[config.mk]
export PLATFORM = sky130hd
export DESIGN_NAME = env_comp_div
export DESIGN_NICKNAME = d
export VERILOG_FILES = /design/src/rtl/core/env_comp_pkg.sv /design/src/rtl/core/env_comp_div.sv
export SDC_FILE = /design/constraint.sdc
export NUM_CORES = 1
export LEC_CHECK = 0
export BUFFER_PORTS_ARGS = -buffer_cell sky130_fd_sc_hd__buf_2
export CELL_PAD_IN_SITES_DETAIL_PLACEMENT = 1
export CELL_PAD_IN_SITES_GLOBAL_PLACEMENT = 1
export CORE_AREA = 2 2 300 154
export DETAILED_ROUTE_END_ITERATION = 12
export DIE_AREA = 0 0 302 156
export GPL_TIMING_DRIVEN = 1
export PLACE_DENSITY = 0.83
export SLEW_MARGIN = 20
export SYNTH_ARGS = -nofsm -noshare
export SYNTH_HDL_FRONTEND = slang
export SYNTH_SLANG_ARGS = --single-unit
[constraint.sdc]
create_clock -name clock -period 6.2 [get_ports clock]
set_input_delay 0.31 -clock clock [delete_from_list [all_inputs] [get_ports clock]]
set_output_delay 0.31 -clock clock [all_outputs]
set_load 0.01 [all_outputs]
[src/rtl/core/env_comp_pkg.sv]
package env_comp_pkg;

   localparam int unsigned DataW   = 64;
   localparam int unsigned ValueW  = 32;
   localparam int unsigned RawW    = 20;
   localparam int unsigned FuncW   = 2;
   localparam int unsigned CsrIdxW = 3;
   localparam int unsigned PcW     = 6;
   localparam int unsigned ShW     = 6;
   localparam int unsigned DstW    = 3;

   // measurement selector
   typedef enum logic [FuncW-1:0] {
      FUNC_TEMP  = 2'd0,
      FUNC_PRESS = 2'd1,
      FUNC_HUM   = 2'd2,
      FUNC_NONE  = 2'd3
   } func_type;

   // calibration register indexes
   localparam logic [CsrIdxW-1:0] CSR_TEMP_CAL    = 3'd0;
   localparam logic [CsrIdxW-1:0] CSR_PRESS_CAL_A = 3'd1;
   localparam logic [CsrIdxW-1:0] CSR_PRESS_CAL_B = 3'd2;
   localparam logic [CsrIdxW-1:0] CSR_PRESS_CAL_C = 3'd3;
   localparam logic [CsrIdxW-1:0] CSR_HUM_CAL_A   = 3'd4;
   localparam logic [CsrIdxW-1:0] CSR_HUM_CAL_B   = 3'd5;

   // formula constants
   localparam logic [DataW-1:0] K_P_OFFSET = 64'd128000;
   localparam logic [DataW-1:0] K_P_BASE   = 64'd1048576;
   localparam logic [DataW-1:0] K_P_SCALE  = 64'd3125;
   localparam logic [DataW-1:0] K_P_ONE47  = 64'h0000_8000_0000_0000;
   localparam logic [DataW-1:0] K_H_OFFSET = 64'd76800;
   localparam logic [DataW-1:0] K_H_CAP    = 64'd419430400;
   localparam logic [DataW-1:0] K_H_BIAS   = 64'd2097152;
   localparam logic [DataW-1:0] K_H_ROUND1 = 64'd16384;
   localparam logic [DataW-1:0] K_H_ADD    = 64'd32768;
   localparam logic [DataW-1:0] K_H_ROUND2 = 64'd8192;
   localparam logic [DataW-1:0] K_T_MUL    = 64'd5;
   localparam logic [DataW-1:0] K_T_ROUND  = 64'd128;
   localparam logic [DataW-1:0] K_ZERO     = 64'd0;

   // working registers
   localparam logic [DstW-1:0] REG_0 = 3'd0;
   localparam logic [DstW-1:0] REG_1 = 3'd1;
   localparam logic [DstW-1:0] REG_2 = 3'd2;
   localparam logic [DstW-1:0] REG_3 = 3'd3;
   localparam logic [DstW-1:0] REG_4 = 3'd4;

   typedef enum logic [3:0] {
      OP_ADD, OP_SUB, OP_MUL, OP_DIV, OP_ASR, OP_SHL,
      OP_STF, OP_CHKZ, OP_CLAMP, OP_DONE
   } op_type;

   typedef enum logic [4:0] {
      SRC_R0, SRC_R1, SRC_R2, SRC_R3, SRC_R4,
      SRC_RAW, SRC_RAWH, SRC_FINE, SRC_IMM,
      SRC_T1, SRC_T2, SRC_T3,
      SRC_P1, SRC_P2, SRC_P3, SRC_P4, SRC_P5, SRC_P6, SRC_P7, SRC_P8, SRC_P9,
      SRC_H1, SRC_H2, SRC_H3, SRC_H4, SRC_H5, SRC_H6
   } src_type;

   typedef enum logic [2:0] {
      ST_IDLE, ST_EXEC, ST_MULW, ST_DIVW, ST_HOLD
   } state_type;

   typedef enum logic [1:0] {
      DIV_IDLE, DIV_ABS, DIV_ITER, DIV_FIX
   } div_state_type;

   typedef struct packed {
      op_type           op;
      logic [DstW-1:0]  dst;
      src_type          a;
      src_type          b;
      logic [ShW-1:0]   sh;
      logic [DataW-1:0] imm;
   } uop_type;

   function automatic uop_type mk(input op_type op, input logic [DstW-1:0] dst,
                                  input src_type a, input src_type b,
                                  input logic [ShW-1:0] sh,
                                  input logic [DataW-1:0] imm);
      uop_type u;
      u.op  = op;
      u.dst = dst;
      u.a   = a;
      u.b   = b;
      u.sh  = sh;
      u.imm = imm;
      return u;
   endfunction

   // temperature sequence, 32-bit mode
   function automatic uop_type temp_prog(input logic [PcW-1:0] pc);
      uop_type u;
      case (pc)
         6'd0:  u = mk(OP_ASR, REG_0, SRC_RAW, SRC_IMM, 6'd3, K_ZERO);
         6'd1:  u = mk(OP_SHL, REG_1, SRC_T1, SRC_IMM, 6'd1, K_ZERO);
         6'd2:  u = mk(OP_SUB, REG_0, SRC_R0, SRC_R1, 6'd0, K_ZERO);
         6'd3:  u = mk(OP_MUL, REG_0, SRC_R0, SRC_T2, 6'd0, K_ZERO);
         6'd4:  u = mk(OP_ASR, REG_0, SRC_R0, SRC_IMM, 6'd11, K_ZERO);
         6'd5:  u = mk(OP_ASR, REG_1, SRC_RAW, SRC_IMM, 6'd4, K_ZERO);
         6'd6:  u = mk(OP_SUB, REG_1, SRC_R1, SRC_T1, 6'd0, K_ZERO);
         6'd7:  u = mk(OP_MUL, REG_1, SRC_R1, SRC_R1, 6'd0, K_ZERO);
         6'd8:  u = mk(OP_ASR, REG_1, SRC_R1, SRC_IMM, 6'd12, K_ZERO);
         6'd9:  u = mk(OP_MUL, REG_1, SRC_R1, SRC_T3, 6'd0, K_ZERO);
         6'd10: u = mk(OP_ASR, REG_1, SRC_R1, SRC_IMM, 6'd14, K_ZERO);
         6'd11: u = mk(OP_ADD, REG_0, SRC_R0, SRC_R1, 6'd0, K_ZERO);
         6'd12: u = mk(OP_STF, REG_0, SRC_R0, SRC_IMM, 6'd0, K_ZERO);
         6'd13: u = mk(OP_MUL, REG_0, SRC_R0, SRC_IMM, 6'd0, K_T_MUL);
         6'd14: u = mk(OP_ADD, REG_0, SRC_R0, SRC_IMM, 6'd0, K_T_ROUND);
         6'd15: u = mk(OP_ASR, REG_0, SRC_R0, SRC_IMM, 6'd8, K_ZERO);
         default: u = mk(OP_DONE, REG_0, SRC_R0, SRC_IMM, 6'd0, K_ZERO);
      endcase
      return u;
   endfunction

   // pressure sequence, 64-bit mode
   function automatic uop_type press_prog(input logic [PcW-1:0] pc);
      uop_type u;
      case (pc)
         6'd0:  u = mk(OP_SUB, REG_0, SRC_FINE, SRC_IMM, 6'd0, K_P_OFFSET);
         6'd1:  u = mk(OP_MUL, REG_1, SRC_R0, SRC_R0, 6'd0, K_ZERO);
         6'd2:  u = mk(OP_MUL, REG_2, SRC_R1, SRC_P6, 6'd0, K_ZERO);
         6'd3:  u = mk(OP_MUL, REG_3, SRC_R0, SRC_P5, 6'd0, K_ZERO);
         6'd4:  u = mk(OP_SHL, REG_3, SRC_R3, SRC_IMM, 6'd17, K_ZERO);
         6'd5:  u = mk(OP_ADD, REG_2, SRC_R2, SRC_R3, 6'd0, K_ZERO);
         6'd6:  u = mk(OP_SHL, REG_3, SRC_P4, SRC_IMM, 6'd35, K_ZERO);
         6'd7:  u = mk(OP_ADD, REG_2, SRC_R2, SRC_R3, 6'd0, K_ZERO);
         6'd8:  u = mk(OP_MUL, REG_1, SRC_R1, SRC_P3, 6'd0, K_ZERO);
         6'd9:  u = mk(OP_ASR, REG_1, SRC_R1, SRC_IMM, 6'd8, K_ZERO);
         6'd10: u = mk(OP_MUL, REG_3, SRC_R0, SRC_P2, 6'd0, K_ZERO);
         6'd11: u = mk(OP_SHL, REG_3, SRC_R3, SRC_IMM, 6'd12, K_ZERO);
         6'd12: u = mk(OP_ADD, REG_0, SRC_R1, SRC_R3, 6'd0, K_ZERO);
         6'd13: u = mk(OP_ADD, REG_0, SRC_R0, SRC_IMM, 6'd0, K_P_ONE47);
         6'd14: u = mk(OP_MUL, REG_0, SRC_R0, SRC_P1, 6'd0, K_ZERO);
         6'd15: u = mk(OP_ASR, REG_0, SRC_R0, SRC_IMM, 6'd33, K_ZERO);
         6'd16: u = mk(OP_CHKZ, REG_0, SRC_R0, SRC_IMM, 6'd0, K_ZERO);
         6'd17: u = mk(OP_SUB, REG_1, SRC_IMM, SRC_RAW, 6'd0, K_P_BASE);
         6'd18: u = mk(OP_SHL, REG_1, SRC_R1, SRC_IMM, 6'd31, K_ZERO);
         6'd19: u = mk(OP_SUB, REG_1, SRC_R1, SRC_R2, 6'd0, K_ZERO);
         6'd20: u = mk(OP_MUL, REG_1, SRC_R1, SRC_IMM, 6'd0, K_P_SCALE);
         6'd21: u = mk(OP_DIV, REG_1, SRC_R1, SRC_R0, 6'd0, K_ZERO);
         6'd22: u = mk(OP_ASR, REG_2, SRC_R1, SRC_IMM, 6'd13, K_ZERO);
         6'd23: u = mk(OP_MUL, REG_3, SRC_P9, SRC_R2, 6'd0, K_ZERO);
         6'd24: u = mk(OP_MUL, REG_3, SRC_R3, SRC_R2, 6'd0, K_ZERO);
         6'd25: u = mk(OP_ASR, REG_3, SRC_R3, SRC_IMM, 6'd25, K_ZERO);
         6'd26: u = mk(OP_MUL, REG_4, SRC_P8, SRC_R1, 6'd0, K_ZERO);
         6'd27: u = mk(OP_ASR, REG_4, SRC_R4, SRC_IMM, 6'd19, K_ZERO);
         6'd28: u = mk(OP_ADD, REG_1, SRC_R1, SRC_R3, 6'd0, K_ZERO);
         6'd29: u = mk(OP_ADD, REG_1, SRC_R1, SRC_R4, 6'd0, K_ZERO);
         6'd30: u = mk(OP_ASR, REG_1, SRC_R1, SRC_IMM, 6'd8, K_ZERO);
         6'd31: u = mk(OP_SHL, REG_3, SRC_P7, SRC_IMM, 6'd4, K_ZERO);
         6'd32: u = mk(OP_ADD, REG_1, SRC_R1, SRC_R3, 6'd0, K_ZERO);
         default: u = mk(OP_DONE, REG_1, SRC_R1, SRC_IMM, 6'd0, K_ZERO);
      endcase
      return u;
   endfunction

   // humidity sequence, 32-bit mode
   function automatic uop_type hum_prog(input logic [PcW-1:0] pc);
      uop_type u;
      case (pc)
         6'd0:  u = mk(OP_SUB, REG_0, SRC_FINE, SRC_IMM, 6'd0, K_H_OFFSET);
         6'd1:  u = mk(OP_SHL, REG_1, SRC_RAWH, SRC_IMM, 6'd14, K_ZERO);
         6'd2:  u = mk(OP_SHL, REG_2, SRC_H4, SRC_IMM, 6'd20, K_ZERO);
         6'd3:  u = mk(OP_SUB, REG_1, SRC_R1, SRC_R2, 6'd0, K_ZERO);
         6'd4:  u = mk(OP_MUL, REG_2, SRC_H5, SRC_R0, 6'd0, K_ZERO);
         6'd5:  u = mk(OP_SUB, REG_1, SRC_R1, SRC_R2, 6'd0, K_ZERO);
         6'd6:  u = mk(OP_ADD, REG_1, SRC_R1, SRC_IMM, 6'd0, K_H_ROUND1);
         6'd7:  u = mk(OP_ASR, REG_1, SRC_R1, SRC_IMM, 6'd15, K_ZERO);
         6'd8:  u = mk(OP_MUL, REG_2, SRC_R0, SRC_H6, 6'd0, K_ZERO);
         6'd9:  u = mk(OP_ASR, REG_2, SRC_R2, SRC_IMM, 6'd10, K_ZERO);
         6'd10: u = mk(OP_MUL, REG_3, SRC_R0, SRC_H3, 6'd0, K_ZERO);
         6'd11: u = mk(OP_ASR, REG_3, SRC_R3, SRC_IMM, 6'd11, K_ZERO);
         6'd12: u = mk(OP_ADD, REG_3, SRC_R3, SRC_IMM, 6'd0, K_H_ADD);
         6'd13: u = mk(OP_MUL, REG_2, SRC_R2, SRC_R3, 6'd0, K_ZERO);
         6'd14: u = mk(OP_ASR, REG_2, SRC_R2, SRC_IMM, 6'd10, K_ZERO);
         6'd15: u = mk(OP_ADD, REG_2, SRC_R2, SRC_IMM, 6'd0, K_H_BIAS);
         6'd16: u = mk(OP_MUL, REG_2, SRC_R2, SRC_H2, 6'd0, K_ZERO);
         6'd17: u = mk(OP_ADD, REG_2, SRC_R2, SRC_IMM, 6'd0, K_H_ROUND2);
         6'd18: u = mk(OP_ASR, REG_2, SRC_R2, SRC_IMM, 6'd14, K_ZERO);
         6'd19: u = mk(OP_MUL, REG_1, SRC_R1, SRC_R2, 6'd0, K_ZERO);
         6'd20: u = mk(OP_ASR, REG_2, SRC_R1, SRC_IMM, 6'd15, K_ZERO);
         6'd21: u = mk(OP_MUL, REG_2, SRC_R2, SRC_R2, 6'd0, K_ZERO);
         6'd22: u = mk(OP_ASR, REG_2, SRC_R2, SRC_IMM, 6'd7, K_ZERO);
         6'd23: u = mk(OP_MUL, REG_2, SRC_R2, SRC_H1, 6'd0, K_ZERO);
         6'd24: u = mk(OP_ASR, REG_2, SRC_R2, SRC_IMM, 6'd4, K_ZERO);
         6'd25: u = mk(OP_SUB, REG_1, SRC_R1, SRC_R2, 6'd0, K_ZERO);
         6'd26: u = mk(OP_CLAMP, REG_1, SRC_R1, SRC_IMM, 6'd0, K_H_CAP);
         6'd27: u = mk(OP_ASR, REG_1, SRC_R1, SRC_IMM, 6'd12, K_ZERO);
         default: u = mk(OP_DONE, REG_1, SRC_R1, SRC_IMM, 6'd0, K_ZERO);
      endcase
      return u;
   endfunction

endpackage

[src/rtl/core/env_comp_div.sv]
// Signed 64-bit divider, truncating toward zero, one quotient bit per cycle.
// Divisor must be nonzero.
module env_comp_div (
   input  logic                            clock,
   input  logic                            reset,
   input  logic                            start,
   input  logic [env_comp_pkg::DataW-1:0]  n,
   input  logic [env_comp_pkg::DataW-1:0]  d,
   output logic                            done,
   output logic [env_comp_pkg::DataW-1:0]  quotient
);

   localparam int unsigned W = env_comp_pkg::DataW;

   env_comp_pkg::div_state_type state_ff;
   env_comp_pkg::div_state_type state_in;
   logic                  done_ff;
   logic                  neg_ff;
   logic [$clog2(W)-1:0]  cnt_ff;
   logic [W-1:0]          n_ff;
   logic [W-1:0]          d_ff;
   logic [W-1:0]          rem_ff;
   logic [W-1:0]          quot_ff;
   logic [W:0]            rem_sh;
   logic [W:0]            rem_sub;
   logic                  qbit;

   // restoring step
   assign rem_sh  = {rem_ff, n_ff[W-1]};
   assign rem_sub = rem_sh - {1'b0, d_ff};
   assign qbit    = ~rem_sub[W];

   always_comb begin
      state_in = state_ff;
      case (state_ff)
         env_comp_pkg::DIV_IDLE: if (start) state_in = env_comp_pkg::DIV_ABS;
         env_comp_pkg::DIV_ABS:  state_in = env_comp_pkg::DIV_ITER;
         env_comp_pkg::DIV_ITER: if (cnt_ff == $clog2(W)'(W - 1)) begin
            state_in = env_comp_pkg::DIV_FIX;
         end
         env_comp_pkg::DIV_FIX:  state_in = env_comp_pkg::DIV_IDLE;
         default:                state_in = env_comp_pkg::DIV_IDLE;
      endcase
   end

   always_ff @(posedge clock) begin
      if (reset) begin
         state_ff <= env_comp_pkg::DIV_IDLE;
         done_ff  <= 1'b0;
      end else begin
         state_ff <= state_in;
         done_ff  <= (state_ff == env_comp_pkg::DIV_FIX);
      end
   end

   // datapath
   always_ff @(posedge clock) begin
      case (state_ff)
         env_comp_pkg::DIV_IDLE: begin
            if (start) begin
               n_ff   <= n;
               d_ff   <= d;
               neg_ff <= n[W-1] ^ d[W-1];
            end
         end
         env_comp_pkg::DIV_ABS: begin
            n_ff   <= n_ff[W-1] ? (~n_ff + 1'b1) : n_ff;
            d_ff   <= d_ff[W-1] ? (~d_ff + 1'b1) : d_ff;
            rem_ff <= '0;
            cnt_ff <= '0;
         end
         env_comp_pkg::DIV_ITER: begin
            rem_ff <= qbit ? rem_sub[W-1:0] : rem_sh[W-1:0];
            n_ff   <= {n_ff[W-2:0], qbit};
            cnt_ff <= cnt_ff + 1'b1;
         end
         env_comp_pkg::DIV_FIX: begin
            quot_ff <= neg_ff ? (~n_ff + 1'b1) : n_ff;
         end
         default: ;
      endcase
   end

   assign done     = done_ff;
   assign quotient = quot_ff;

endmodule

==> flow_metrics.env <==
export IMPL_outcome="complete, no violations"
export IMPL_hold_start="d[37]"
export IMPL_hold_path_class="in -> reg"
export IMPL_crit_path_start="d_ff[0]"
export IMPL_route_vias_total=16100
export IMPL_relSlewSlack=0.290
export IMPL_setup_viol=0
export IMPL_rsz0062_at_grt="false"
export IMPL_crit_required_ns=6.50
export IMPL_final_nets=2286
export IMPL_place_port_buffers=195
export IMPL_critical_path_max_fanout=45
export IMPL_synth_top_family_by_area="compound AO/OA/AOI/OAI gates"
export IMPL_route_detailed_drc=0
export IMPL_fmax_mhz=215
export IMPL_slew_violations=0
export IMPL_power_leakage_nw=7.73
export IMPL_grt_max_degree=87
export IMPL_synth_cell_types=76
export IMPL_start_util=0.413
export IMPL_dr_pass1_iters=5
export IMPL_startpoint_type="flip-flop"
export IMPL_synth_top_area_share=0.429
export IMPL_timing_final_crit_period_ns=4.66
export IMPL_cts_root_buf="clkbuf_16"
export IMPL_vias_per_cell=5.94
export IMPL_finalNonFillerCells=2703
export IMPL_cp_arrival_ns=4.96
export IMPL_synth_area_leader_cell="edfxtp_1"
export IMPL_setup_tns_ns=0
export IMPL_synth_edf_count=263
export IMPL_die_w_um=302
export IMPL_cts_setup_buffers=0
export IMPL_cts_hold_buffers=38
export IMPL_cts_buffers=29
export IMPL_cts_sinks=266
export IMPL_placed_cells=2611
export IMPL_fin_crit_sh=0.752
export IMPL_cts_buffer_depth=3
export IMPL_synth_nets=2128
export IMPL_r2r_start="d_ff[0]"
export IMPL_max_slew_worst_pin_slew_ns=1.06
export IMPL_worstSetupEndpointType="flip-flop"
export IMPL_place_congestion=0.912
export IMPL_coreArea_sq_mm=0.0445
export IMPL_path_cells="ha_1 -> fa_1 -> nand2b_1 -> a211oi_1 -> o2111a_1 -> o21ba_2 -> nor4_1 -> o21ai_0 -> nand2_1 -> a211oi_4 -> buf_4 -> mux2i_1 -> nor2_1"
export IMPL_clk_pin_slew_worst_paths_ns=0.07
export IMPL_drt_iter0_drc=1513
export IMPL_die_height_um=156
export IMPL_final_hold_viol_count=0
export IMPL_totalWireLength_um=61800
export IMPL_dieArea_sq_mm=0.0471
export IMPL_skew_ns=0.0186
export IMPL_area_delta_synth_final_pct=14.5
export IMPL_worstSetupPathType="reg -> reg"
export IMPL_cts_tree="yes"
export IMPL_ys_ff_latch=266
export IMPL_async_flop_share=0
export IMPL_ant_nets=0
export IMPL_peakVddDrop_mv=0.417
export IMPL_ys_seq_area_frac=0.432
export IMPL_synthSimpleGateAreaFrac=0.166
export IMPL_synth_adder_area_share=0.0500
export IMPL_netlist_area_sq_mm=0.0184
export IMPL_synth_compound_area_frac=0.169
export IMPL_rows=55
export IMPL_synthFlopType="edfxtp_1"
export IMPL_clk_latency_ns=0.59
export IMPL_muxShareOfSynthArea=0.0310
export IMPL_grt_overflow=0
export IMPL_synth_xor_area_frac=0.106
export IMPL_io_pins=196
export IMPL_drv_cap=0
export IMPL_h_tree_depth=1
export IMPL_p_per_area_mw_per_mm2=689
export IMPL_critPathMaxStageDelay_ns=0.66
export IMPL_post_dp_hpwl_um=45000
export IMPL_yosys_warnings=0
export IMPL_grt_first_pass_wirelength_um=95200
export IMPL_synth_area_leaders="edfxtp_1 43%, xnor2_1 8.3%, ha_1 4.9%"
export IMPL_antenna_found_initial=2
export IMPL_synthTopCellsByCount="263 x edfxtp_1, 211 x nor2_1, 174 x xnor2_1"
export IMPL_drive_above_1_share=0.134
export IMPL_gr_usage_all_layers=0.258
export IMPL_critPathSlowestCell="buf_4"
export IMPL_yosysMostFrequentCell="edfxtp_1"
export IMPL_synth_avg_cell_area_sq_um=9.57
export IMPL_cts_resized=0
export IMPL_synthCells=1924
export IMPL_grt_pass1_vias=16200
export IMPL_wire_per_inst_um=22.9
==> worst paths after layout <==
kind                            depth (start not counted)  slack (ns)           to
worst max-delay path                                   13        1.54   rem_ff[34]
worst min-delay path                                    2        0.02     d_ff[37]
worst max register to register                         13        1.54   rem_ff[34]
worst min register to register                          0        0.56  quotient[0]
==> layout make-up <==
cell class,instances,area (sq um)
fillers,5061,23400
well taps,598,748
clock buffers,36,752
clock inverters,17,140
multi-input cells,1444,9670
repair buffers,246,1450
diodes,1,2.50
inverters,95,357
flip-flops and latches,266,7960
==> layer usage <==
metal	up-vias	routed length [um]	track usage
met5	-	0	0
met2	541	25100	0.363
met1	8120	31300	0.408
met4	0	824	0.0467
li1	7341	-	-
met3	58	4630	0.0479
==> per-stage QoR <==
| stage | setup slack (ns) | utilization | instance area, sq um | power (mW) | hold slack [ns] |
|---|---|---|---|---|---|
| after detailed placement | 1.58 | 0.445 | 19800 | 12.5 | 0.543 |
| after global placement | 1.91 | 0.445 | 19800 | 12.1 | 0.516 |
| after global routing | 1.22 | 0.474 | 21100 | 15.5 | 0.0110 |
| after floorplan | 0.984 | - | 18400 | 10.1 | 0.382 |
| after CTS | 1.57 | 0.473 | 21100 | 14.4 | 0.000693 |
| final | 1.54 | 0.474 | 21100 | 14.5 | 0.0208 |
==> kinds of logic after synthesis <==
logic type | Yosys count
AND/OR/NAND/NOR | 618
buffers and inverters | 214
adder cells (fa/ha/maj) | 73
multiplexers | 57
XOR/XNOR | 222
AO/OA/AOI/OAI | 474
flip-flops | 266
==> power breakdown <==
group	total [mW]	switching (mW)	internal (mW)
Combinational	8.62	5.48	3.14
Clock	1.74	0.796	0.941
Sequential	4.16	0.848	3.31
==> cell usage in the layout (no fill, tap or decap), drive strengths merged, types with 46 or more instances in the layout <==
master   netlist  routed
edfxtp       263     263
nor2         212     212
buf           14     208
xnor2        174     174
a21oi        143     143
nand2        133     133
inv           95      96
o21ai         80      80
ha            72      72
o2bb2ai       62      62
mux2i         57      57
nor3          56      56
xor2          48      48
a22oi         46      46
==> registers in the layout, summed over array words and instances (netlist names) <==
| register | cells |
|---|---|
| d_ff | 64 |
| n_ff | 64 |
| quotient | 64 |
| rem_ff | 64 |
| cnt_ff | 6 |
| state_ff | 2 |
| done | 1 |
| neg_ff | 1 |
==> critical path, delay by kind of cell, from the launching register on <==
family,cells,cell delay [ns]
mux,1,0.33
buf+inv,1,0.66
fa+ha+maj,2,0.68
simple gates,4,0.55
compound gates,5,1.55
flops,1,0.53
Note: power is estimated with default switching activity, not from simulation.
