==> config.mk <==
export PLATFORM = sky130hd
export DESIGN_NAME = env_comp_mul
export DESIGN_NICKNAME = d
export VERILOG_FILES = /design/src/rtl/core/env_comp_pkg.sv /design/src/rtl/core/env_comp_mul.sv
export SDC_FILE = /design/constraint.sdc
export NUM_CORES = 1
export LEC_CHECK = 0
export BUFFER_PORTS_ARGS = -buffer_cell sky130_fd_sc_hd__buf_2
export CELL_PAD_IN_SITES_DETAIL_PLACEMENT = 0
export CELL_PAD_IN_SITES_GLOBAL_PLACEMENT = 1
export CORE_ASPECT_RATIO = 1.75
export CORE_MARGIN = 4
export CORE_UTILIZATION = 43
export CTS_BUF_LIST = sky130_fd_sc_hd__clkbuf_4 sky130_fd_sc_hd__clkbuf_8 sky130_fd_sc_hd__clkbuf_16
export DETAILED_ROUTE_END_ITERATION = 12
export HOLD_SLACK_MARGIN = 0.02
export PLACE_DENSITY = 0.86
export SLEW_MARGIN = 15
export SYNTH_ARGS = -nofsm -noshare
export SYNTH_HDL_FRONTEND = slang
export SYNTH_SLANG_ARGS = --single-unit
==> constraint.sdc <==
create_clock -name clock -period 4.8 [get_ports clock]
set_input_delay 0.48 -clock clock [delete_from_list [all_inputs] [get_ports clock]]
set_output_delay 0.48 -clock clock [all_outputs]
set_load 0.03 [all_outputs]
==> src/rtl/core/env_comp_pkg.sv <==
package env_comp_pkg;

   localparam int unsigned DataW   = 64;
   localparam int unsigned ValueW  = 32;
   localparam int unsigned RawW    = 20;
   localparam int unsigned FuncW   = 2;
   localparam int unsigned CsrIdxW = 3;
   localparam int unsigned PcW     = 6;
   localparam int unsigned ShW     = 6;
   localparam int unsigned DstW    = 3;

   // measurement selector
   typedef enum logic [FuncW-1:0] {
      FUNC_TEMP  = 2'd0,
      FUNC_PRESS = 2'd1,
      FUNC_HUM   = 2'd2,
      FUNC_NONE  = 2'd3
   } func_type;

   // calibration register indexes
   localparam logic [CsrIdxW-1:0] CSR_TEMP_CAL    = 3'd0;
   localparam logic [CsrIdxW-1:0] CSR_PRESS_CAL_A = 3'd1;
   localparam logic [CsrIdxW-1:0] CSR_PRESS_CAL_B = 3'd2;
   localparam logic [CsrIdxW-1:0] CSR_PRESS_CAL_C = 3'd3;
   localparam logic [CsrIdxW-1:0] CSR_HUM_CAL_A   = 3'd4;
   localparam logic [CsrIdxW-1:0] CSR_HUM_CAL_B   = 3'd5;

   // formula constants
   localparam logic [DataW-1:0] K_P_OFFSET = 64'd128000;
   localparam logic [DataW-1:0] K_P_BASE   = 64'd1048576;
   localparam logic [DataW-1:0] K_P_SCALE  = 64'd3125;
   localparam logic [DataW-1:0] K_P_ONE47  = 64'h0000_8000_0000_0000;
   localparam logic [DataW-1:0] K_H_OFFSET = 64'd76800;
   localparam logic [DataW-1:0] K_H_CAP    = 64'd419430400;
   localparam logic [DataW-1:0] K_H_BIAS   = 64'd2097152;
   localparam logic [DataW-1:0] K_H_ROUND1 = 64'd16384;
   localparam logic [DataW-1:0] K_H_ADD    = 64'd32768;
   localparam logic [DataW-1:0] K_H_ROUND2 = 64'd8192;
   localparam logic [DataW-1:0] K_T_MUL    = 64'd5;
   localparam logic [DataW-1:0] K_T_ROUND  = 64'd128;
   localparam logic [DataW-1:0] K_ZERO     = 64'd0;

   // working registers
   localparam logic [DstW-1:0] REG_0 = 3'd0;
   localparam logic [DstW-1:0] REG_1 = 3'd1;
   localparam logic [DstW-1:0] REG_2 = 3'd2;
   localparam logic [DstW-1:0] REG_3 = 3'd3;
   localparam logic [DstW-1:0] REG_4 = 3'd4;

   typedef enum logic [3:0] {
      OP_ADD, OP_SUB, OP_MUL, OP_DIV, OP_ASR, OP_SHL,
      OP_STF, OP_CHKZ, OP_CLAMP, OP_DONE
   } op_type;

   typedef enum logic [4:0] {
      SRC_R0, SRC_R1, SRC_R2, SRC_R3, SRC_R4,
      SRC_RAW, SRC_RAWH, SRC_FINE, SRC_IMM,
      SRC_T1, SRC_T2, SRC_T3,
      SRC_P1, SRC_P2, SRC_P3, SRC_P4, SRC_P5, SRC_P6, SRC_P7, SRC_P8, SRC_P9,
      SRC_H1, SRC_H2, SRC_H3, SRC_H4, SRC_H5, SRC_H6
   } src_type;

   typedef enum logic [2:0] {
      ST_IDLE, ST_EXEC, ST_MULW, ST_DIVW, ST_HOLD
   } state_type;

   typedef enum logic [1:0] {
      DIV_IDLE, DIV_ABS, DIV_ITER, DIV_FIX
   } div_state_type;

   typedef struct packed {
      op_type           op;
      logic [DstW-1:0]  dst;
      src_type          a;
      src_type          b;
      logic [ShW-1:0]   sh;
      logic [DataW-1:0] imm;
   } uop_type;

   function automatic uop_type mk(input op_type op, input logic [DstW-1:0] dst,
                                  input src_type a, input src_type b,
                                  input logic [ShW-1:0] sh,
                                  input logic [DataW-1:0] imm);
      uop_type u;
      u.op  = op;
      u.dst = dst;
      u.a   = a;
      u.b   = b;
      u.sh  = sh;
      u.imm = imm;
      return u;
   endfunction

   // temperature sequence, 32-bit mode
   function automatic uop_type temp_prog(input logic [PcW-1:0] pc);
      uop_type u;
      case (pc)
         6'd0:  u = mk(OP_ASR, REG_0, SRC_RAW, SRC_IMM, 6'd3, K_ZERO);
         6'd1:  u = mk(OP_SHL, REG_1, SRC_T1, SRC_IMM, 6'd1, K_ZERO);
         6'd2:  u = mk(OP_SUB, REG_0, SRC_R0, SRC_R1, 6'd0, K_ZERO);
         6'd3:  u = mk(OP_MUL, REG_0, SRC_R0, SRC_T2, 6'd0, K_ZERO);
         6'd4:  u = mk(OP_ASR, REG_0, SRC_R0, SRC_IMM, 6'd11, K_ZERO);
         6'd5:  u = mk(OP_ASR, REG_1, SRC_RAW, SRC_IMM, 6'd4, K_ZERO);
         6'd6:  u = mk(OP_SUB, REG_1, SRC_R1, SRC_T1, 6'd0, K_ZERO);
         6'd7:  u = mk(OP_MUL, REG_1, SRC_R1, SRC_R1, 6'd0, K_ZERO);
         6'd8:  u = mk(OP_ASR, REG_1, SRC_R1, SRC_IMM, 6'd12, K_ZERO);
         6'd9:  u = mk(OP_MUL, REG_1, SRC_R1, SRC_T3, 6'd0, K_ZERO);
         6'd10: u = mk(OP_ASR, REG_1, SRC_R1, SRC_IMM, 6'd14, K_ZERO);
         6'd11: u = mk(OP_ADD, REG_0, SRC_R0, SRC_R1, 6'd0, K_ZERO);
         6'd12: u = mk(OP_STF, REG_0, SRC_R0, SRC_IMM, 6'd0, K_ZERO);
         6'd13: u = mk(OP_MUL, REG_0, SRC_R0, SRC_IMM, 6'd0, K_T_MUL);
         6'd14: u = mk(OP_ADD, REG_0, SRC_R0, SRC_IMM, 6'd0, K_T_ROUND);
         6'd15: u = mk(OP_ASR, REG_0, SRC_R0, SRC_IMM, 6'd8, K_ZERO);
         default: u = mk(OP_DONE, REG_0, SRC_R0, SRC_IMM, 6'd0, K_ZERO);
      endcase
      return u;
   endfunction

   // pressure sequence, 64-bit mode
   function automatic uop_type press_prog(input logic [PcW-1:0] pc);
      uop_type u;
      case (pc)
         6'd0:  u = mk(OP_SUB, REG_0, SRC_FINE, SRC_IMM, 6'd0, K_P_OFFSET);
         6'd1:  u = mk(OP_MUL, REG_1, SRC_R0, SRC_R0, 6'd0, K_ZERO);
         6'd2:  u = mk(OP_MUL, REG_2, SRC_R1, SRC_P6, 6'd0, K_ZERO);
         6'd3:  u = mk(OP_MUL, REG_3, SRC_R0, SRC_P5, 6'd0, K_ZERO);
         6'd4:  u = mk(OP_SHL, REG_3, SRC_R3, SRC_IMM, 6'd17, K_ZERO);
         6'd5:  u = mk(OP_ADD, REG_2, SRC_R2, SRC_R3, 6'd0, K_ZERO);
         6'd6:  u = mk(OP_SHL, REG_3, SRC_P4, SRC_IMM, 6'd35, K_ZERO);
         6'd7:  u = mk(OP_ADD, REG_2, SRC_R2, SRC_R3, 6'd0, K_ZERO);
         6'd8:  u = mk(OP_MUL, REG_1, SRC_R1, SRC_P3, 6'd0, K_ZERO);
         6'd9:  u = mk(OP_ASR, REG_1, SRC_R1, SRC_IMM, 6'd8, K_ZERO);
         6'd10: u = mk(OP_MUL, REG_3, SRC_R0, SRC_P2, 6'd0, K_ZERO);
         6'd11: u = mk(OP_SHL, REG_3, SRC_R3, SRC_IMM, 6'd12, K_ZERO);
         6'd12: u = mk(OP_ADD, REG_0, SRC_R1, SRC_R3, 6'd0, K_ZERO);
         6'd13: u = mk(OP_ADD, REG_0, SRC_R0, SRC_IMM, 6'd0, K_P_ONE47);
         6'd14: u = mk(OP_MUL, REG_0, SRC_R0, SRC_P1, 6'd0, K_ZERO);
         6'd15: u = mk(OP_ASR, REG_0, SRC_R0, SRC_IMM, 6'd33, K_ZERO);
         6'd16: u = mk(OP_CHKZ, REG_0, SRC_R0, SRC_IMM, 6'd0, K_ZERO);
         6'd17: u = mk(OP_SUB, REG_1, SRC_IMM, SRC_RAW, 6'd0, K_P_BASE);
         6'd18: u = mk(OP_SHL, REG_1, SRC_R1, SRC_IMM, 6'd31, K_ZERO);
         6'd19: u = mk(OP_SUB, REG_1, SRC_R1, SRC_R2, 6'd0, K_ZERO);
         6'd20: u = mk(OP_MUL, REG_1, SRC_R1, SRC_IMM, 6'd0, K_P_SCALE);
         6'd21: u = mk(OP_DIV, REG_1, SRC_R1, SRC_R0, 6'd0, K_ZERO);
         6'd22: u = mk(OP_ASR, REG_2, SRC_R1, SRC_IMM, 6'd13, K_ZERO);
         6'd23: u = mk(OP_MUL, REG_3, SRC_P9, SRC_R2, 6'd0, K_ZERO);
         6'd24: u = mk(OP_MUL, REG_3, SRC_R3, SRC_R2, 6'd0, K_ZERO);
         6'd25: u = mk(OP_ASR, REG_3, SRC_R3, SRC_IMM, 6'd25, K_ZERO);
         6'd26: u = mk(OP_MUL, REG_4, SRC_P8, SRC_R1, 6'd0, K_ZERO);
         6'd27: u = mk(OP_ASR, REG_4, SRC_R4, SRC_IMM, 6'd19, K_ZERO);
         6'd28: u = mk(OP_ADD, REG_1, SRC_R1, SRC_R3, 6'd0, K_ZERO);
         6'd29: u = mk(OP_ADD, REG_1, SRC_R1, SRC_R4, 6'd0, K_ZERO);
         6'd30: u = mk(OP_ASR, REG_1, SRC_R1, SRC_IMM, 6'd8, K_ZERO);
         6'd31: u = mk(OP_SHL, REG_3, SRC_P7, SRC_IMM, 6'd4, K_ZERO);
         6'd32: u = mk(OP_ADD, REG_1, SRC_R1, SRC_R3, 6'd0, K_ZERO);
         default: u = mk(OP_DONE, REG_1, SRC_R1, SRC_IMM, 6'd0, K_ZERO);
      endcase
      return u;
   endfunction

   // humidity sequence, 32-bit mode
   function automatic uop_type hum_prog(input logic [PcW-1:0] pc);
      uop_type u;
      case (pc)
         6'd0:  u = mk(OP_SUB, REG_0, SRC_FINE, SRC_IMM, 6'd0, K_H_OFFSET);
         6'd1:  u = mk(OP_SHL, REG_1, SRC_RAWH, SRC_IMM, 6'd14, K_ZERO);
         6'd2:  u = mk(OP_SHL, REG_2, SRC_H4, SRC_IMM, 6'd20, K_ZERO);
         6'd3:  u = mk(OP_SUB, REG_1, SRC_R1, SRC_R2, 6'd0, K_ZERO);
         6'd4:  u = mk(OP_MUL, REG_2, SRC_H5, SRC_R0, 6'd0, K_ZERO);
         6'd5:  u = mk(OP_SUB, REG_1, SRC_R1, SRC_R2, 6'd0, K_ZERO);
         6'd6:  u = mk(OP_ADD, REG_1, SRC_R1, SRC_IMM, 6'd0, K_H_ROUND1);
         6'd7:  u = mk(OP_ASR, REG_1, SRC_R1, SRC_IMM, 6'd15, K_ZERO);
         6'd8:  u = mk(OP_MUL, REG_2, SRC_R0, SRC_H6, 6'd0, K_ZERO);
         6'd9:  u = mk(OP_ASR, REG_2, SRC_R2, SRC_IMM, 6'd10, K_ZERO);
         6'd10: u = mk(OP_MUL, REG_3, SRC_R0, SRC_H3, 6'd0, K_ZERO);
         6'd11: u = mk(OP_ASR, REG_3, SRC_R3, SRC_IMM, 6'd11, K_ZERO);
         6'd12: u = mk(OP_ADD, REG_3, SRC_R3, SRC_IMM, 6'd0, K_H_ADD);
         6'd13: u = mk(OP_MUL, REG_2, SRC_R2, SRC_R3, 6'd0, K_ZERO);
         6'd14: u = mk(OP_ASR, REG_2, SRC_R2, SRC_IMM, 6'd10, K_ZERO);
         6'd15: u = mk(OP_ADD, REG_2, SRC_R2, SRC_IMM, 6'd0, K_H_BIAS);
         6'd16: u = mk(OP_MUL, REG_2, SRC_R2, SRC_H2, 6'd0, K_ZERO);
         6'd17: u = mk(OP_ADD, REG_2, SRC_R2, SRC_IMM, 6'd0, K_H_ROUND2);
         6'd18: u = mk(OP_ASR, REG_2, SRC_R2, SRC_IMM, 6'd14, K_ZERO);
         6'd19: u = mk(OP_MUL, REG_1, SRC_R1, SRC_R2, 6'd0, K_ZERO);
         6'd20: u = mk(OP_ASR, REG_2, SRC_R1, SRC_IMM, 6'd15, K_ZERO);
         6'd21: u = mk(OP_MUL, REG_2, SRC_R2, SRC_R2, 6'd0, K_ZERO);
         6'd22: u = mk(OP_ASR, REG_2, SRC_R2, SRC_IMM, 6'd7, K_ZERO);
         6'd23: u = mk(OP_MUL, REG_2, SRC_R2, SRC_H1, 6'd0, K_ZERO);
         6'd24: u = mk(OP_ASR, REG_2, SRC_R2, SRC_IMM, 6'd4, K_ZERO);
         6'd25: u = mk(OP_SUB, REG_1, SRC_R1, SRC_R2, 6'd0, K_ZERO);
         6'd26: u = mk(OP_CLAMP, REG_1, SRC_R1, SRC_IMM, 6'd0, K_H_CAP);
         6'd27: u = mk(OP_ASR, REG_1, SRC_R1, SRC_IMM, 6'd12, K_ZERO);
         default: u = mk(OP_DONE, REG_1, SRC_R1, SRC_IMM, 6'd0, K_ZERO);
      endcase
      return u;
   endfunction

endpackage

==> src/rtl/core/env_comp_mul.sv <==
// Radix-4 shift-add multiplier, low 64 bits of the product.
// Retires two multiplier bits per cycle, stops once the remaining bits are zero.
module env_comp_mul (
   input  logic                            clock,
   input  logic                            reset,
   input  logic                            start,
   input  logic [env_comp_pkg::DataW-1:0]  a,
   input  logic [env_comp_pkg::DataW-1:0]  b,
   output logic                            done,
   output logic [env_comp_pkg::DataW-1:0]  product
);

   logic                            busy_ff;
   logic                            prep_ff;
   logic                            done_ff;
   logic [env_comp_pkg::DataW-1:0]  a1_ff;
   logic [env_comp_pkg::DataW-1:0]  a3_ff;
   logic [env_comp_pkg::DataW-1:0]  b_ff;
   logic [env_comp_pkg::DataW-1:0]  acc_ff;
   logic [env_comp_pkg::DataW-1:0]  digit;

   // multiple of a picked by the current digit
   always_comb begin
      case (b_ff[1:0])
         2'd0:    digit = '0;
         2'd1:    digit = a1_ff;
         2'd2:    digit = {a1_ff[env_comp_pkg::DataW-2:0], 1'b0};
         default: digit = a3_ff;
      endcase
   end

   // control
   always_ff @(posedge clock) begin
      if (reset) begin
         busy_ff <= 1'b0;
         prep_ff <= 1'b0;
         done_ff <= 1'b0;
      end else begin
         done_ff <= 1'b0;
         if (start) begin
            busy_ff <= 1'b1;
            prep_ff <= 1'b1;
         end else if (busy_ff) begin
            if (prep_ff) begin
               prep_ff <= 1'b0;
            end else if (b_ff == '0) begin
               busy_ff <= 1'b0;
               done_ff <= 1'b1;
            end
         end
      end
   end

   // datapath
   always_ff @(posedge clock) begin
      if (start) begin
         a1_ff  <= a;
         b_ff   <= b;
         acc_ff <= '0;
      end else if (busy_ff) begin
         if (prep_ff) begin
            a3_ff <= a1_ff + {a1_ff[env_comp_pkg::DataW-2:0], 1'b0};
         end else if (b_ff != '0) begin
            acc_ff <= acc_ff + digit;
            a1_ff  <= {a1_ff[env_comp_pkg::DataW-3:0], 2'b00};
            a3_ff  <= {a3_ff[env_comp_pkg::DataW-3:0], 2'b00};
            b_ff   <= {2'b00, b_ff[env_comp_pkg::DataW-1:2]};
         end
      end
   end

   assign done    = done_ff;
   assign product = acc_ff;

endmodule

==> flow_results.org <==
** Status
- The flow ran to the end, and the final reports show no timing, DRC or antenna violations.

** Worst setup path
- The setup check on the worst reg-to-reg path leaves a slack of 0.31 ns.
- By startpoint and endpoint, the worst setup path is classified as flop to flop.
- STA puts the critical path data arrival time at 5.00 ns.
- The endpoint identified for the worst register-to-register timing path is product[63]$_SDFFE_PP0P_.
- Along the worst path, the maximum fanout reaches 50.
- Element type at the critical path start :: flop
- Reg2Reg Launch Point :: b_ff[1]$_DFFE_PP_
- Register-to-Register Path Depth :: 15
- Crit path capture type :: flop
- STA puts the critical path data required time at 5.31 ns.

** STA
- Summed negative setup slack over all endpoints :: 0 ns
- Setup violations remaining at the end of the flow were counted as 0.
- Final period util :: 0.936
- Subtracting the final worst setup slack from the clock period gives 4.49 ns.
- The number of hold-slack violations in the final timing report is 0.
- On the final layout, the worst hold slack is 0.132 ns.
- Measured against its own limit, the worst slew margin works out to 0.383.
- Final setup skew :: 0.0177 ns
- For this run, the top clock speed supported by timing is 223 MHz.
- Unrepaired setup endpoints after global routing :: false
- Pin slew with the least headroom to its limit :: 0.926 ns
- The final count of pins violating max slew is 0.
- Minimum setup slack in the final design :: 0.306 ns

** GRT
- Via count of the first global-routing pass :: 16600
- The total overflow left after global routing is 0.
- Entering global routing, the biggest net connects 77 pins.
- For this run, the total global-route usage over all layers was measured as 0.246.
- Number of antenna violations at the first check in global routing :: 8
- First-pass GRT wire length :: 93.8 mm

** Cells and area
- Of the cells placed in the final design, the portion with a size suffix greater than 1 is 0.247.
- Footprint of the flip-flops and latches :: 0.00711 mm^2
- The final layout contains 2396 nets.
- Area growth from synthesis to layout :: 12.7%
- Counting the fill cells in the layout gives 4204.
- In the final layout, the multi-input gates occupy 0.0116 mm^2.

** Route
- Post-DR wirelength/cell :: 23.0 um
- For this run, design rule violations remaining after detail routing come to 0.
- The first routing iteration left 1015 violations.
- In this run the remaining antenna-violating nets after routing total 0.
- Number of iterations in the first detailed-routing pass :: 7
- Summed over all layers, the routed wires come to 62.8 mm.
- Summing over every cut layer, the via total after detailed routing is 16400.
- Via/cell ratio :: 5.99

** Clocking
- After clock tree synthesis, the flow added hold-fix buffers numbering 0.
- Clock transition at path regs :: 0.08 ns
- Clock latency reported for the late side of the worst-skew pair :: 0.57 ns
- Total number of H-tree levels :: 1
- Buffers inserted during clock tree synthesis total 27.
- Clock tree from TritonCTS :: built
- Clock root cell :: sky130_fd_sc_hd__clkbuf_16
- No sink is reached through more buffers than the 3 on the longest clock path.
- The tree built by TritonCTS fans out to 259 sinks.

** Die
- In this run the count of I/O pins placed on the die edge is 196.
- The floorplan step set the die height to 288 um.
- Effective utilization at floorplan :: 0.436
- The floorplan step defined a die boundary enclosing 0.0485 mm^2.
- The floorplan has 102 rows.
- The core region is 0.0443 mm^2.
- Die extent in x :: 168 um

** Power and ir drop
- The completed layout was analyzed and its total power is 7.96 mW.
- The analysis attributes to net switching a power of 2.87 mW.
- For this design the static power due to leakage is 8.88 nW.
- Combinational group share of total power :: 0.351
- Of the total power, registers draw 0.365.
- Sw frac :: 0.361
- Internal power comes to 5.09 mW.
- Across the VDD grid, the largest voltage drop is 0.000340 V.
- In this run the power density over the cells is 366 mW/mm^2.
- Of the total power, the clock network draws 0.283.

** Yosys
- Seq/Total Area, Yosys :: 0.368
- Nets in the synthesized netlist :: 2256
- Ys async rst share :: 0
- The cell area that synthesis handed to floorplanning was 0.0193 mm^2.
- Syn Area/Cell :: 9.69 um^2
- Yosys printed 0 warnings.
- Cells after Synth :: 1992
- The most used flip-flop cell after synthesis is sky130_fd_sc_hd__edfxtp_1.
- The synthesized design contains 192 enable-type register cells.
- In this run, synthesis produced a sequential element count of 259.
- Unique masters post-synth :: 79

** Hold path
- The tightest min-delay check is of the input port to flop type.
- The worst hold path passes through 2 cells.
- Startpoint of the lowest-slack hold path :: reset
- The worst hold path terminates at prep_ff$_SDFFE_PP0P_.

** Run
- Count of max-cap constraint violations :: 0

** Placed design
- At the end of routability-driven placement, the weighted congestion stood at 0.943.
- Setup Slack @ Placement :: 0.271 ns
- HPWL after detailed placement :: 48.4 mm
- Buffers on Ports :: 195
stage by stage:
step                       util  std cells  cell area, um^2
after floorplan               -       1992            19300
after global placement    0.469       2672            20800
after detailed placement  0.469       2672            20800
after CTS                 0.490       2722            21700
after global routing      0.491       2731            21700
final                     0.491       2733            21700
worst max-delay path by stage:
stage	startpoint	endpoint	slack [ns]
after global placement	b_ff[1]$_DFFE_PP_	product[62]$_SDFFE_PP0P_	0.33
after CTS	b_ff[1]$_DFFE_PP_	product[62]$_SDFFE_PP0P_	0.22
final	b_ff[1]$_DFFE_PP_	product[63]$_SDFFE_PP0P_	0.31
after floorplan	start	a3_ff[0]$_SDFFCE_PN0P_	0.58
after global routing	b_ff[1]$_DFFE_PP_	product[54]$_SDFFE_PP0P_	0.02
after detailed placement	b_ff[1]$_DFFE_PP_	product[62]$_SDFFE_PP0P_	0.27
registers in the layout, summed over array words and instances, names as in the netlist:
| signal | flops |
|---|---|
| a1_ff | 64 |
| busy_ff | 1 |
| b_ff | 64 |
| product | 64 |
| prep_ff | 1 |
| done | 1 |
| a3_ff | 64 |
area by class of cell:
cell class / instances / area share
antenna: 8 / 0.000920
clock buffer: 30 / 0.0321
clock inverter: 20 / 0.0100
inverter: 47 / 0.00811
multi-input combinational: 1582 / 0.535
sequential: 259 / 0.327
tap: 572 / 0.0329
timing repair buffer: 215 / 0.0538
synth_stat cells (all sizes together) (12+ instances only):
master | instances | area [um^2]
ha | 131 | 1640
a22o | 63 | 552
o21ai | 89 | 449
xnor2 | 70 | 613
nand3 | 42 | 210
nor2 | 93 | 349
nand4 | 43 | 269
a31oi | 14 | 87.6
dfxtp | 67 | 1340
nor4 | 25 | 156
inv | 47 | 176
nor3 | 27 | 135
and3 | 17 | 108
xor2 | 33 | 289
and2 | 14 | 87.6
nand2 | 201 | 754
mux2 | 239 | 2690
edfxtp | 192 | 5770
buf | 20 | 100
clkbuf | 84 | 317
a21oi | 205 | 1030
a211oi | 18 | 135
or3 | 13 | 82.6
a21o | 72 | 543
o21a | 13 | 97.6
nor2b | 12 | 75.1
nand2b | 15 | 93.8
o21bai | 23 | 173
placed cells by master, fill, tap and decap left out, drive strengths merged, types with 5 or more instances in the layout:
| master | count |
|---|---|
| a2111oi | 5 |
| a211oi | 18 |
| a21boi | 6 |
| a21o | 72 |
| a21oi | 205 |
| a22o | 63 |
| a31o | 7 |
| a31oi | 14 |
| and2 | 14 |
| and3 | 17 |
| buf | 215 |
| clkbuf | 30 |
| clkinv | 8 |
| clkinvlp | 7 |
| dfxtp | 67 |
| diode | 8 |
| edfxtp | 192 |
| ha | 131 |
| inv | 48 |
| mux2 | 239 |
| nand2 | 201 |
| nand2b | 15 |
| nand3 | 42 |
| nand4 | 43 |
| nor2 | 93 |
| nor2b | 12 |
| nor3 | 27 |
| nor4 | 25 |
| o211ai | 7 |
| o21a | 13 |
| o21ai | 89 |
| o21bai | 23 |
| o221ai | 5 |
| o31a | 5 |
| o31ai | 11 |
| or2 | 5 |
| or3 | 13 |
| xnor2 | 70 |
| xor2 | 33 |
critical path: stages (launching register included):
cell and delay [ns]:
sky130_fd_sc_hd__edfxtp_1 0.40, sky130_fd_sc_hd__buf_12 0.22, sky130_fd_sc_hd__nor2b_4 0.36, sky130_fd_sc_hd__buf_12 0.28, sky130_fd_sc_hd__a22o_1 0.23, sky130_fd_sc_hd__ha_1 0.32
sky130_fd_sc_hd__a21oi_1 0.25, sky130_fd_sc_hd__o21ai_0 0.20, sky130_fd_sc_hd__nand2_1 0.10, sky130_fd_sc_hd__o21ai_0 0.16, sky130_fd_sc_hd__a2111oi_2 0.57, sky130_fd_sc_hd__nor2_1 0.18
sky130_fd_sc_hd__a21oi_1 0.30, sky130_fd_sc_hd__o211ai_1 0.21, sky130_fd_sc_hd__or4_1 0.50, sky130_fd_sc_hd__nand4_1 0.11
repair_timing:
action | in CTS | in global routing
gates resized for setup | 0 | 1
endpoints found under the setup margin | 0 | 4
setup buffers | 0 | 3
cells by family after synthesis:
kind of cell	share of synthesized area
xor+xnor	0.0468
simple gates	0.127
compound gates	0.198
mux	0.142
buf+inv	0.0307
flops	0.368
fa+ha+maj	0.0870
power by group through the flow:
stage | logic (mW) | registers (mW) | clock network [mW]
finish | 2.80 | 2.91 | 2.26
global route | 3.04 | 2.93 | 2.37
CTS | 2.79 | 2.91 | 2.30
detailed placement | 2.77 | 2.95 | 0
global placement | 2.75 | 2.95 | 0
floorplan | 1.95 | 2.95 | 0
layer usage:
layer | track usage | share of wire
met4 | 0.155 | 0.071
met1 | 0.246 | 0.34
met5 | 0 | 0.00038
met3 | 0.0242 | 0.038
met2 | 0.478 | 0.55
No activity file was read; power rests on OpenSTA's default activity.
